## config.mk

```make
export PLATFORM = sky130hd
export DESIGN_NAME = step_response_metrics_monitor_core
export DESIGN_NICKNAME = d
export VERILOG_FILES = /design/src/rtl/core/srmm_pkg.sv /design/src/rtl/core/srmm_mul.sv /design/src/rtl/core/srmm_div.sv /design/src/rtl/core/step_response_metrics_monitor_core.sv
export SDC_FILE = /design/constraint.sdc
export NUM_CORES = 2
export LEC_CHECK = 0
export BUFFER_PORTS_ARGS = -buffer_cell sky130_fd_sc_hd__clkbuf_2
export CORE_MARGIN = 1
export CORE_UTILIZATION = 45
export DETAILED_ROUTE_END_ITERATION = 8
export SYNTH_ARGS = -nofsm -noshare
export SYNTH_HDL_FRONTEND = slang
export SYNTH_SLANG_ARGS = --single-unit
export TNS_END_PERCENT = 10
```

## constraint.sdc

```tcl
create_clock -name clock -period 45.3 [get_ports clock]
set_input_delay 9.06 -clock clock [delete_from_list [all_inputs] [get_ports clock]]
set_output_delay 9.06 -clock clock [all_outputs]
set_load 0.005 [all_outputs]
```

## src/rtl/core/srmm_pkg.sv

```systemverilog
// Package for the step response metrics monitor: widths, register indexes
// and shared types. No dependencies.
`timescale 1ns / 1ps
`default_nettype none
package srmm_pkg;
   localparam int TimeW = 48;
   localparam int ValW = 32;
   localparam int AccW = 47;
   localparam int CsrIdxW = 3;
   localparam int CsrDataW = 32;

   localparam logic [CsrIdxW-1:0] CSR_ENABLE = 3'd0;
   localparam logic [CsrIdxW-1:0] CSR_STEP_THRESHOLD = 3'd1;
   localparam logic [CsrIdxW-1:0] CSR_SETTLE_FRACTION = 3'd2;
   localparam logic [CsrIdxW-1:0] CSR_SETTLE_FLOOR = 3'd3;
   localparam logic [CsrIdxW-1:0] CSR_SAMPLE_WEIGHT = 3'd4;

   localparam logic OP_SAMPLE = 1'b0;
   localparam logic OP_CLEAR = 1'b1;

   // Divider handshake between the sequencer and the shared divider.
   typedef struct packed {
      logic        start;
      logic [63:0] num;
      logic [31:0] den;
   } div_req_type;

   typedef struct packed {
      logic        done;
      logic [63:0] quo;
   } div_rsp_type;
endpackage
`default_nettype wire

```

## src/rtl/core/srmm_mul.sv

```systemverilog
// Shared shift-add multiplier, one bit a cycle, unsigned 32 by 32.
// Uses srmm_pkg.
`timescale 1ns / 1ps
`default_nettype none
module srmm_mul
   import srmm_pkg::*;
(
   input  wire logic        clock,
   input  wire logic        reset,
   input  wire logic        start,
   input  wire logic [31:0] a,
   input  wire logic [31:0] b,
   output logic             done,
   output logic [63:0]      prod
);
   logic [63:0] acc_ff, acc_in;
   logic [63:0] mcand_ff, mcand_in;
   logic [31:0] mplier_ff, mplier_in;
   logic [5:0]  cnt_ff, cnt_in;
   logic        busy_ff, busy_in;
   logic        done_ff, done_in;

   always_comb begin
      acc_in = acc_ff;
      mcand_in = mcand_ff;
      mplier_in = mplier_ff;
      cnt_in = cnt_ff;
      busy_in = busy_ff;
      done_in = 1'b0;
      if (start) begin
         acc_in = '0;
         mcand_in = {32'd0, a};
         mplier_in = b;
         cnt_in = '0;
         busy_in = 1'b1;
      end else if (busy_ff) begin
         if (mplier_ff[0]) acc_in = acc_ff + mcand_ff;
         mcand_in = {mcand_ff[62:0], 1'b0};
         mplier_in = {1'b0, mplier_ff[31:1]};
         cnt_in = cnt_ff + 6'd1;
         if (cnt_ff == 6'd31) begin
            busy_in = 1'b0;
            done_in = 1'b1;
         end
      end
   end

   always_ff @(posedge clock) begin
      if (reset) begin
         busy_ff <= 1'b0;
         done_ff <= 1'b0;
         cnt_ff <= '0;
      end else begin
         busy_ff <= busy_in;
         done_ff <= done_in;
         cnt_ff <= cnt_in;
      end
      acc_ff <= acc_in;
      mcand_ff <= mcand_in;
      mplier_ff <= mplier_in;
   end

   assign done = done_ff;
   assign prod = acc_ff;
endmodule
`default_nettype wire

```

## src/rtl/core/srmm_div.sv

```systemverilog
// Restoring divider, one quotient bit a cycle, 64 by 32 unsigned.
// Uses srmm_pkg.
`timescale 1ns / 1ps
`default_nettype none
module srmm_div
   import srmm_pkg::*;
(
   input  wire logic        clock,
   input  wire logic        reset,
   input  wire div_req_type req,
   output div_rsp_type      rsp
);
   logic [63:0] quo_ff, quo_in;
   logic [32:0] rem_ff, rem_in;
   logic [31:0] den_ff, den_in;
   logic [6:0]  cnt_ff, cnt_in;
   logic        busy_ff, busy_in;
   logic        done_ff, done_in;
   logic [32:0] trial;
   logic [33:0] diff;

   always_comb begin
      quo_in = quo_ff;
      rem_in = rem_ff;
      den_in = den_ff;
      cnt_in = cnt_ff;
      busy_in = busy_ff;
      done_in = 1'b0;
      trial = {rem_ff[31:0], quo_ff[63]};
      diff = {1'b0, trial} - {2'b00, den_ff};
      if (req.start) begin
         quo_in = req.num;
         rem_in = '0;
         den_in = req.den;
         cnt_in = '0;
         busy_in = 1'b1;
      end else if (busy_ff) begin
         if (!diff[33]) begin
            rem_in = diff[32:0];
            quo_in = {quo_ff[62:0], 1'b1};
         end else begin
            rem_in = trial;
            quo_in = {quo_ff[62:0], 1'b0};
         end
         cnt_in = cnt_ff + 7'd1;
         if (cnt_ff == 7'd63) begin
            busy_in = 1'b0;
            done_in = 1'b1;
         end
      end
   end

   always_ff @(posedge clock) begin
      if (reset) begin
         busy_ff <= 1'b0;
         done_ff <= 1'b0;
         cnt_ff <= '0;
      end else begin
         busy_ff <= busy_in;
         done_ff <= done_in;
         cnt_ff <= cnt_in;
      end
      quo_ff <= quo_in;
      rem_ff <= rem_in;
      den_ff <= den_in;
   end

   assign rsp.done = done_ff;
   assign rsp.quo = quo_ff;
endmodule
`default_nettype wire

```

## src/rtl/core/step_response_metrics_monitor_core.sv

```systemverilog
// Top level of the step response metrics monitor: sequencer, state and
// registers. Uses srmm_pkg, srmm_mul and srmm_div.
`timescale 1ns / 1ps
`default_nettype none
// One request yields one response. A clear or a disabled sample skips the
// multiplies; an enabled sample runs five multiplies on the shared shift-add
// multiplier, and one that settles adds a multiply and, when the denominator is
// nonzero, a divide for overshoot. The response waits in its output register;
// the next request is taken once it has been taken.
module step_response_metrics_monitor_core
   import srmm_pkg::*;
(
   input  wire logic                clock,
   input  wire logic                reset,
   input  wire logic                req_valid,
   output logic                     req_ready,
   input  wire logic                req_opcode,
   input  wire logic [TimeW-1:0]    req_time_us,
   input  wire logic signed [31:0]  req_setpoint,
   input  wire logic signed [31:0]  req_measured,
   input  wire logic signed [31:0]  req_loop_error,
   output logic                     rsp_valid,
   input  wire logic                rsp_ready,
   output logic                     rsp_metrics_valid,
   output logic                     rsp_tracking,
   output logic [TimeW-1:0]         rsp_settling_time_us,
   output logic signed [31:0]       rsp_overshoot_pct,
   output logic signed [31:0]       rsp_steady_error,
   output logic [AccW-1:0]          rsp_iae_out,
   output logic [AccW-1:0]          rsp_ise_out,
   input  wire logic                csr_valid,
   output logic                     csr_ready,
   input  wire logic [CsrIdxW-1:0]  csr_index,
   input  wire logic [CsrDataW-1:0] csr_data
);
   typedef enum logic [11:0] {
      S_IDLE  = 12'b000000000001,
      S_M_IAE = 12'b000000000010,
      S_M_SQ  = 12'b000000000100,
      S_M_ISE = 12'b000000001000,
      S_M_ISH = 12'b000000010000,
      S_M_BND = 12'b000000100000,
      S_DECIDE= 12'b000001000000,
      S_M_OS1 = 12'b000010000000,
      S_M_OS2 = 12'b000100000000,
      S_DIV   = 12'b001000000000,
      S_FIN   = 12'b010000000000,
      S_RESP  = 12'b100000000000
   } state_type;

   localparam logic [AccW-1:0] AccMax = {AccW{1'b1}};

   state_type state_ff, state_in;

   logic        enable_ff;
   logic [30:0] threshold_ff, floor_ff;
   logic [15:0] fraction_ff, weight_ff;

   logic                   op_ff;
   logic [TimeW-1:0]       t_ff;
   logic signed [31:0]     sp_ff, meas_ff, err_ff;

   logic                   trk_ff;
   logic signed [31:0]     init_ff, tgt_ff, peak_ff;
   logic [TimeW-1:0]       start_ff;
   logic [AccW-1:0]        iae_ff, ise_ff;
   logic                   lv_ff;
   logic [TimeW-1:0]       lt_ff;
   logic signed [31:0]     los_ff, lse_ff;
   logic [AccW-1:0]        liae_ff, lise_ff;
   logic [63:0]            tmp_ff;
   logic                   neg_ff;
   logic [31:0]            den_ff;
   logic [14:0]            sqhi_ff;
   logic [47:0]            isel_ff;

   logic        mul_start;
   logic [31:0] mul_a, mul_b;
   logic        mul_done;
   logic [63:0] mul_p;
   div_req_type dreq;
   div_rsp_type drsp;

   srmm_mul u_mul (.clock(clock), .reset(reset), .start(mul_start), .a(mul_a),
      .b(mul_b), .done(mul_done), .prod(mul_p));
   srmm_div u_div (.clock(clock), .reset(reset), .req(dreq), .rsp(drsp));

   logic [32:0] ea, sa;
   logic [33:0] dsp, dms, dos_num, dos_den;
   logic [32:0] dsp_mag, dms_mag, num_mag, den_mag;
   logic [47:0] band;
   logic        start_step;
   logic        trk_now;
   logic signed [31:0] peak_now;
   logic signed [31:0] tgt_now, init_now;

   function automatic logic [32:0] mag34(input logic [33:0] v);
      logic [33:0] n;
      n = -v;
      return v[33] ? n[32:0] : v[32:0];
   endfunction

   always_comb begin
      ea = err_ff[31] ? 33'(-{err_ff[31], err_ff}) : {1'b0, err_ff};
      sa = sp_ff[31] ? 33'(-{sp_ff[31], sp_ff}) : {1'b0, sp_ff};
      dsp = {{2{sp_ff[31]}}, sp_ff} - {{2{tgt_ff[31]}}, tgt_ff};
      dsp_mag = mag34(dsp);
      dms = {{2{meas_ff[31]}}, meas_ff} - {{2{sp_ff[31]}}, sp_ff};
      dms_mag = mag34(dms);
      start_step = !trk_ff && (dsp_mag > {2'b00, threshold_ff});
      trk_now = trk_ff || start_step;
      peak_now = start_step ? meas_ff : ((meas_ff > peak_ff) ? meas_ff : peak_ff);
      tgt_now = start_step ? sp_ff : tgt_ff;
      init_now = start_step ? meas_ff : init_ff;
      dos_num = {{2{peak_now[31]}}, peak_now} - {{2{tgt_now[31]}}, tgt_now};
      dos_den = {{2{tgt_now[31]}}, tgt_now} - {{2{init_now[31]}}, init_now};
      num_mag = mag34(dos_num);
      den_mag = mag34(dos_den);
      band = mul_p[63:16];
      if (band < {17'd0, floor_ff}) band = {17'd0, floor_ff};
   end

   function automatic logic [AccW-1:0] sat_add(input logic [AccW-1:0] a,
                                                input logic [47:0] b);
      logic [48:0] s;
      s = {2'b00, a} + {1'b0, b};
      return (s > {2'b00, AccMax}) ? AccMax : s[AccW-1:0];
   endfunction

   assign req_ready = (state_ff == S_IDLE);
   assign csr_ready = 1'b1;
   assign rsp_valid = (state_ff == S_RESP);
   assign rsp_metrics_valid = lv_ff;
   assign rsp_tracking = trk_ff;
   assign rsp_settling_time_us = lt_ff;
   assign rsp_overshoot_pct = los_ff;
   assign rsp_steady_error = lse_ff;
   assign rsp_iae_out = liae_ff;
   assign rsp_ise_out = lise_ff;

   always_comb begin
      mul_start = 1'b0;
      mul_a = '0;
      mul_b = '0;
      dreq.start = 1'b0;
      dreq.num = tmp_ff;
      dreq.den = den_ff;
      state_in = state_ff;
      case (state_ff)
         S_IDLE: if (req_valid) state_in = S_M_IAE;
         S_M_IAE: begin
            if (op_ff == OP_CLEAR || !enable_ff) begin
               state_in = S_RESP;
            end else begin
               mul_start = 1'b1;
               mul_a = ea[31:0];
               mul_b = {16'd0, weight_ff};
               state_in = S_M_SQ;
            end
         end
         S_M_SQ: if (mul_done) begin
            mul_start = 1'b1;
            mul_a = ea[31:0];
            mul_b = ea[31:0];
            state_in = S_M_ISE;
         end
         S_M_ISE: if (mul_done) begin
            mul_start = 1'b1;
            mul_a = mul_p[47:16];
            mul_b = {16'd0, weight_ff};
            state_in = S_M_ISH;
         end
         S_M_ISH: if (mul_done) begin
            mul_start = 1'b1;
            mul_a = {17'd0, sqhi_ff};
            mul_b = {16'd0, weight_ff};
            state_in = S_M_BND;
         end
         S_M_BND: if (mul_done) begin
            mul_start = 1'b1;
            mul_a = sa[31:0];
            mul_b = {16'd0, fraction_ff};
            state_in = S_DECIDE;
         end
         S_DECIDE: if (mul_done) begin
            if (trk_now && ({15'd0, dms_mag} < band)) begin
               mul_start = 1'b1;
               mul_a = num_mag[31:0];
               mul_b = 32'd100;
               state_in = S_M_OS1;
            end else begin
               state_in = S_FIN;
            end
         end
         S_M_OS1: if (mul_done) state_in = S_M_OS2;
         S_M_OS2: begin
            state_in = (den_ff == 32'd0) ? S_FIN : S_DIV;
            dreq.start = (den_ff != 32'd0);
         end
         S_DIV: if (drsp.done) state_in = S_FIN;
         S_FIN: state_in = S_RESP;
         S_RESP: if (rsp_ready) state_in = S_IDLE;
         default: state_in = S_IDLE;
      endcase
   end

   // The ISE square takes a 33-bit magnitude; its largest value, |e| = 2^31,
   // still fits the multiplier input ea[31:0] = 2^31, and its square 2^62 fits
   // the 64-bit product path.

   logic settle_ff;
   logic [47:0] iae_add_ff;

   always_ff @(posedge clock) begin
      if (reset) begin
         state_ff <= S_IDLE;
         enable_ff <= 1'b1;
         threshold_ff <= 31'd32768;
         fraction_ff <= 16'd1311;
         floor_ff <= 31'd655;
         weight_ff <= 16'd6554;
         trk_ff <= 1'b0;
         init_ff <= '0;
         tgt_ff <= '0;
         start_ff <= '0;
         peak_ff <= '0;
         iae_ff <= '0;
         ise_ff <= '0;
         lv_ff <= 1'b0;
         lt_ff <= '0;
         los_ff <= '0;
         lse_ff <= '0;
         liae_ff <= '0;
         lise_ff <= '0;
         settle_ff <= 1'b0;
      end else begin
         state_ff <= state_in;
         if (csr_valid) begin
            case (csr_index)
               CSR_ENABLE: enable_ff <= csr_data[0];
               CSR_STEP_THRESHOLD: threshold_ff <= csr_data[30:0];
               CSR_SETTLE_FRACTION: fraction_ff <= csr_data[15:0];
               CSR_SETTLE_FLOOR: floor_ff <= csr_data[30:0];
               CSR_SAMPLE_WEIGHT: weight_ff <= csr_data[15:0];
               default: ;
            endcase
         end
         case (state_ff)
            S_IDLE: settle_ff <= 1'b0;
            S_M_IAE: if (op_ff == OP_CLEAR) begin
               iae_ff <= '0;
               ise_ff <= '0;
               trk_ff <= 1'b0;
               lv_ff <= 1'b0;
               lt_ff <= '0;
               los_ff <= '0;
               lse_ff <= '0;
               liae_ff <= '0;
               lise_ff <= '0;
            end
            S_M_SQ: if (mul_done) iae_add_ff <= mul_p[63:16];
            S_M_ISE: if (mul_done) sqhi_ff <= mul_p[62:48];
            S_M_ISH: if (mul_done) isel_ff <= mul_p[63:16];
            S_M_BND: if (mul_done) begin
               iae_ff <= sat_add(iae_ff, iae_add_ff);
               ise_ff <= sat_add(ise_ff, isel_ff + {mul_p[31:0], 16'd0});
            end
            S_DECIDE: if (mul_done) begin
               settle_ff <= trk_now && ({15'd0, dms_mag} < band);
               neg_ff <= dos_num[33] != dos_den[33];
               den_ff <= den_mag[31:0];
               if (start_step) begin
                  init_ff <= meas_ff;
                  tgt_ff <= sp_ff;
                  start_ff <= t_ff;
                  iae_ff <= '0;
                  ise_ff <= '0;
                  lv_ff <= 1'b0;
               end
               if (trk_now) peak_ff <= peak_now;
               trk_ff <= trk_now;
            end
            S_M_OS1: if (mul_done) tmp_ff <= {mul_p[47:0], 16'd0};
            S_M_OS2: if (den_ff == 32'd0) tmp_ff <= 64'd0;
            S_DIV: if (drsp.done) tmp_ff <= drsp.quo;
            S_FIN: if (settle_ff) begin
               lt_ff <= t_ff - start_ff;
               lse_ff <= err_ff;
               liae_ff <= iae_ff;
               lise_ff <= ise_ff;
               lv_ff <= 1'b1;
               trk_ff <= 1'b0;
               if (neg_ff) begin
                  los_ff <= (tmp_ff > 64'h80000000) ? 32'sh80000000
                                                    : 32'(-tmp_ff[31:0]);
               end else begin
                  los_ff <= (tmp_ff > 64'h7FFFFFFF) ? 32'sh7FFFFFFF
                                                    : tmp_ff[31:0];
               end
            end
            default: ;
         endcase
      end
      if (req_valid && req_ready) begin
         op_ff <= req_opcode;
         t_ff <= req_time_us;
         sp_ff <= req_setpoint;
         meas_ff <= req_measured;
         err_ff <= req_loop_error;
      end
   end

`ifndef SYNTH
   a_one_side: assert property (@(posedge clock) disable iff (reset)
      !(req_ready && rsp_valid)) else $error("request and response overlap");
   a_rsp_hold: assert property (@(posedge clock) disable iff (reset)
      rsp_valid && !rsp_ready |=> rsp_valid && $stable(rsp_iae_out))
      else $error("response dropped");
   a_settle_clears: assert property (@(posedge clock) disable iff (reset)
      rsp_valid && rsp_metrics_valid && $rose(rsp_metrics_valid) |-> !rsp_tracking)
      else $error("tracking left on at settle");
`endif
endmodule
`default_nettype wire
```

==> results.md <==
- # Max-Cap Violations: 0
- Ys flop type: dfxtp_1
- Number of global-route vias before repair: 57000
- TritonCTS Buffers: 142
- Syn_area_per_cell: 8.82 um^2
- Cell Count, Final, Fillers Out: 10600
- Post-synth top area share: 21.4%
- Flop2flop setup slack: 31.50 ns
- CTS tree: yes
- Final wirelength: 228000 um
- Hpwl dp: 170000 um
- Syn Nets: 8863
- Crit path capture type: flop
- Highest clock rate: 0.0725 GHz
- Startpoint types: flop
- Tmin final: 13.80 ns
- Post-CTS setup buffers: 0
- CORE AREA: 158000 um^2
- Die footprint: 161000 um^2
- Met3 routed WL: 14100 um
- Cell count after placement: 10400
- Leakage power: 0.0331 uW
- Area Growth Syn to Fin: 12.6%
- CP Class: reg2reg
- Worst EP arrival: 14.33 ns
- Avg Vias per Cell: 5.75
- WL met2: 104000 um
- First-pass DRT Iterations: 8
- Clock Path Buffers: 3
- Final Instance Area: 80900 um^2
- Largest net degree at the start of global routing: 109
- Wl on met1: 101000 um
- Synth area leaders: edfxtp_1, dfxtp_1, ha_1, nand2_1, a21oi_1
- H-tree levels: 4
- Unrepaired setup endpoints after global routing: no
- Layout fillers: 14900
- Crit Path Max Fanout: 47
- Status: complete, no violations
- Final worst path period share: 30.5%
- FP Rows: 146
- Die width: 402 um
- Post-synth EDFFs: 513
- Setup Viol. Count Final: 0
- Per-cell routed wire length: 21.5 um
- Number of I/O port buffers: 393
- Final antenna-violating net count: 0
- Slowest cell on the critical path: edfxtp_1
- Clock Skews: 0.0300 ns
- Yosys reg bits: 1212
- Max layer used: met5
- CTS Root Cell: clkbuf_16
- Post_cts resized: 0
- Crit path top cell by count: a21o_1
- Mapped Cells: 8141
- NumNets Final: 9153
- Top Ports: 396
- Mapped cell area: 71800 um^2
- Hold_buf cts: 0
- Least-Margin Pin Slew: 1.33 ns
- Slew HR: 11.5%
- Sequential cell area fraction in the yosys report: 40.9%
- Hold Violations, Final: 0
- Power Density: 52.4 nW/um^2
- Initial antenna violation count: 5
- Synth area leader: edfxtp_1
- Total GRT Usage: 27.5%
- Gpl congestion: 1.01
- Synth async-reset ratio: 0%
- Starting density of the core: 45.4%
- YS warnings: 0
- First-pass GRT wire length: 344000 um
- DIE HEIGHT: 402 um
- Placed Area: 76100 um^2
- Synth unique cells: 100
- Global route total overflow: 0
- DR iter-0 viols: 5355
- Sink Count: 1212
- Hold WC Path Type: reg2reg
- Share of cells above drive strength 1: 9.96%
- Max-slew violation count: 0
- Via Count: 61100
- Worst vdd ir: 0.0378 mV
- DRC errors left: 0
- Fin Setup TNS: 0 ns
- Clk slew on worst S/H paths: 0.06 ns
- Crit path largest cell delay: 0.67 ns
- Clock latency on the worst-skew pair: 0.79 ns
- Critical Path RT: 45.83 ns
==> placed cells by master, fill, tap and decap left out, types with 58 or more instances in the layout <==
master and count:
buf_4 102, or3_1 67, mux2i_1 169, xnor2_1 311, a21oi_1 779, nor3_1 121, nand4_1 67, a22oi_1 210
clkbuf_16 146, o211ai_1 58, nand3_1 145, edfxtp_1 513, a21o_1 194, xor2_1 176, nand2_1 1093, inv_1 458
o21ai_0 358, ha_1 527, clkbuf_2 393, nand2b_1 71, nor2_1 730, dfxtp_1 698, nor2b_1 79
==> per-layer routing <==
metal	vias up	global-route usage [%]
met5	-	0
li1	29800	-
met2	1872	44.4
met4	4	11.2
met3	433	3.98
met1	29000	36.8
==> cell families after synthesis <==
kind of cell | Yosys count | share of synthesized area (%)
AO/OA/AOI/OAI | 2190 | 19.4
XOR/XNOR | 487 | 5.94
adder cells (fa/ha/maj) | 544 | 9.56
buffers and inverters | 809 | 4.24
flip-flops | 1212 | 40.9
multiplexers | 205 | 2.92
other | 1 | 0.00522
AND/OR/NAND/NOR | 2693 | 17.0
==> sequential cells by signal, indices dropped and copies added (netlist names), 47 cells and up <==
| name | flops |
|---|---|
| u_mul.mcand_ff | 64 |
| rsp_ise_out | 47 |
| tmp_ff | 64 |
| start_ff | 48 |
| ise_ff | 47 |
| iae_add_ff | 48 |
| u_mul.prod | 64 |
| u_div.quo_ff | 64 |
| t_ff | 48 |
| rsp_iae_out | 47 |
| isel_ff | 48 |
| iae_ff | 47 |
| rsp_settling_time_us | 48 |
==> final timing paths <==
path	startpoint	endpoint	cells past startpoint
hold reg to reg	den_ff[21]	u_div.den_ff[21]	0
hold / removal	den_ff[21]	u_div.den_ff[21]	0
setup reg to reg	sp_ff[0]	u_mul.mcand_ff[1]	51
setup / recovery	sp_ff[0]	u_mul.mcand_ff[1]	51
==> power breakdown <==
group | switching [uW] | internal [uW]
logic | 1110 | 672
registers | 66.1 | 1220
clock network | 489 | 677
==> worst max-delay path, delay by kind of cell (launching register included) <==
| family | cells | cell delay, ns |
|---|---|---|
| adder cells (fa/ha/maj) | 5 | 1.60 |
| multiplexers | 3 | 0.99 |
| AND/OR/NAND/NOR | 7 | 2.62 |
| AO/OA/AOI/OAI | 29 | 6.09 |
| flip-flops | 1 | 0.67 |
| XOR/XNOR | 2 | 0.57 |
| buffers and inverters | 5 | 0.96 |
==> area by class of cell <==
class / instances / area [um^2] / share of cell area [%]
antenna: 7 / 17.5 / 0.0217
multi-input combinational: 6120 / 39600 / 49.0
inverter: 459 / 1720 / 2.13
tap: 2072 / 2590 / 3.21
sequential: 1212 / 29400 / 36.4
clock inverter: 71 / 822 / 1.02
timing repair buffer: 496 / 2760 / 3.42
clock buffer: 194 / 3960 / 4.89
==> cells in the mapped netlist, drive strengths merged (22+ instances only) <==
library cell  instances
a211oi               38
a21boi               37
a21o                195
a21oi               783
a221oi               30
a22o                 54
a22oi               210
a31oi                49
and2                 56
and3                 35
clkbuf              331
dfxtp               699
edfxtp              513
ha                  527
inv                 459
mux2                 36
mux2i               169
nand2              1094
nand2b               73
nand3               146
nand3b               31
nand4                67
nor2                737
nor2b                84
nor3                122
nor3b                28
nor4                 42
o211ai               58
o21a                 53
o21ai               367
o21bai               53
o31ai                52
o41ai                22
or2                  37
or3                  68
or4                  25
xnor2               311
xor2                176
==> through the flow <==
stage                     util (%)  power, uW  setup WS, ns  hold slack, ns
after floorplan                  -       2540         24.88           0.427
after global placement        48.0       3020         31.88           0.436
after detailed placement      48.0       3050         31.78           0.437
after CTS                     51.0       4230         31.74           0.446
after global routing          51.0       4460         30.62           0.462
final                         51.1       4240         31.50           0.447
(Power assumes the default switching activity.)
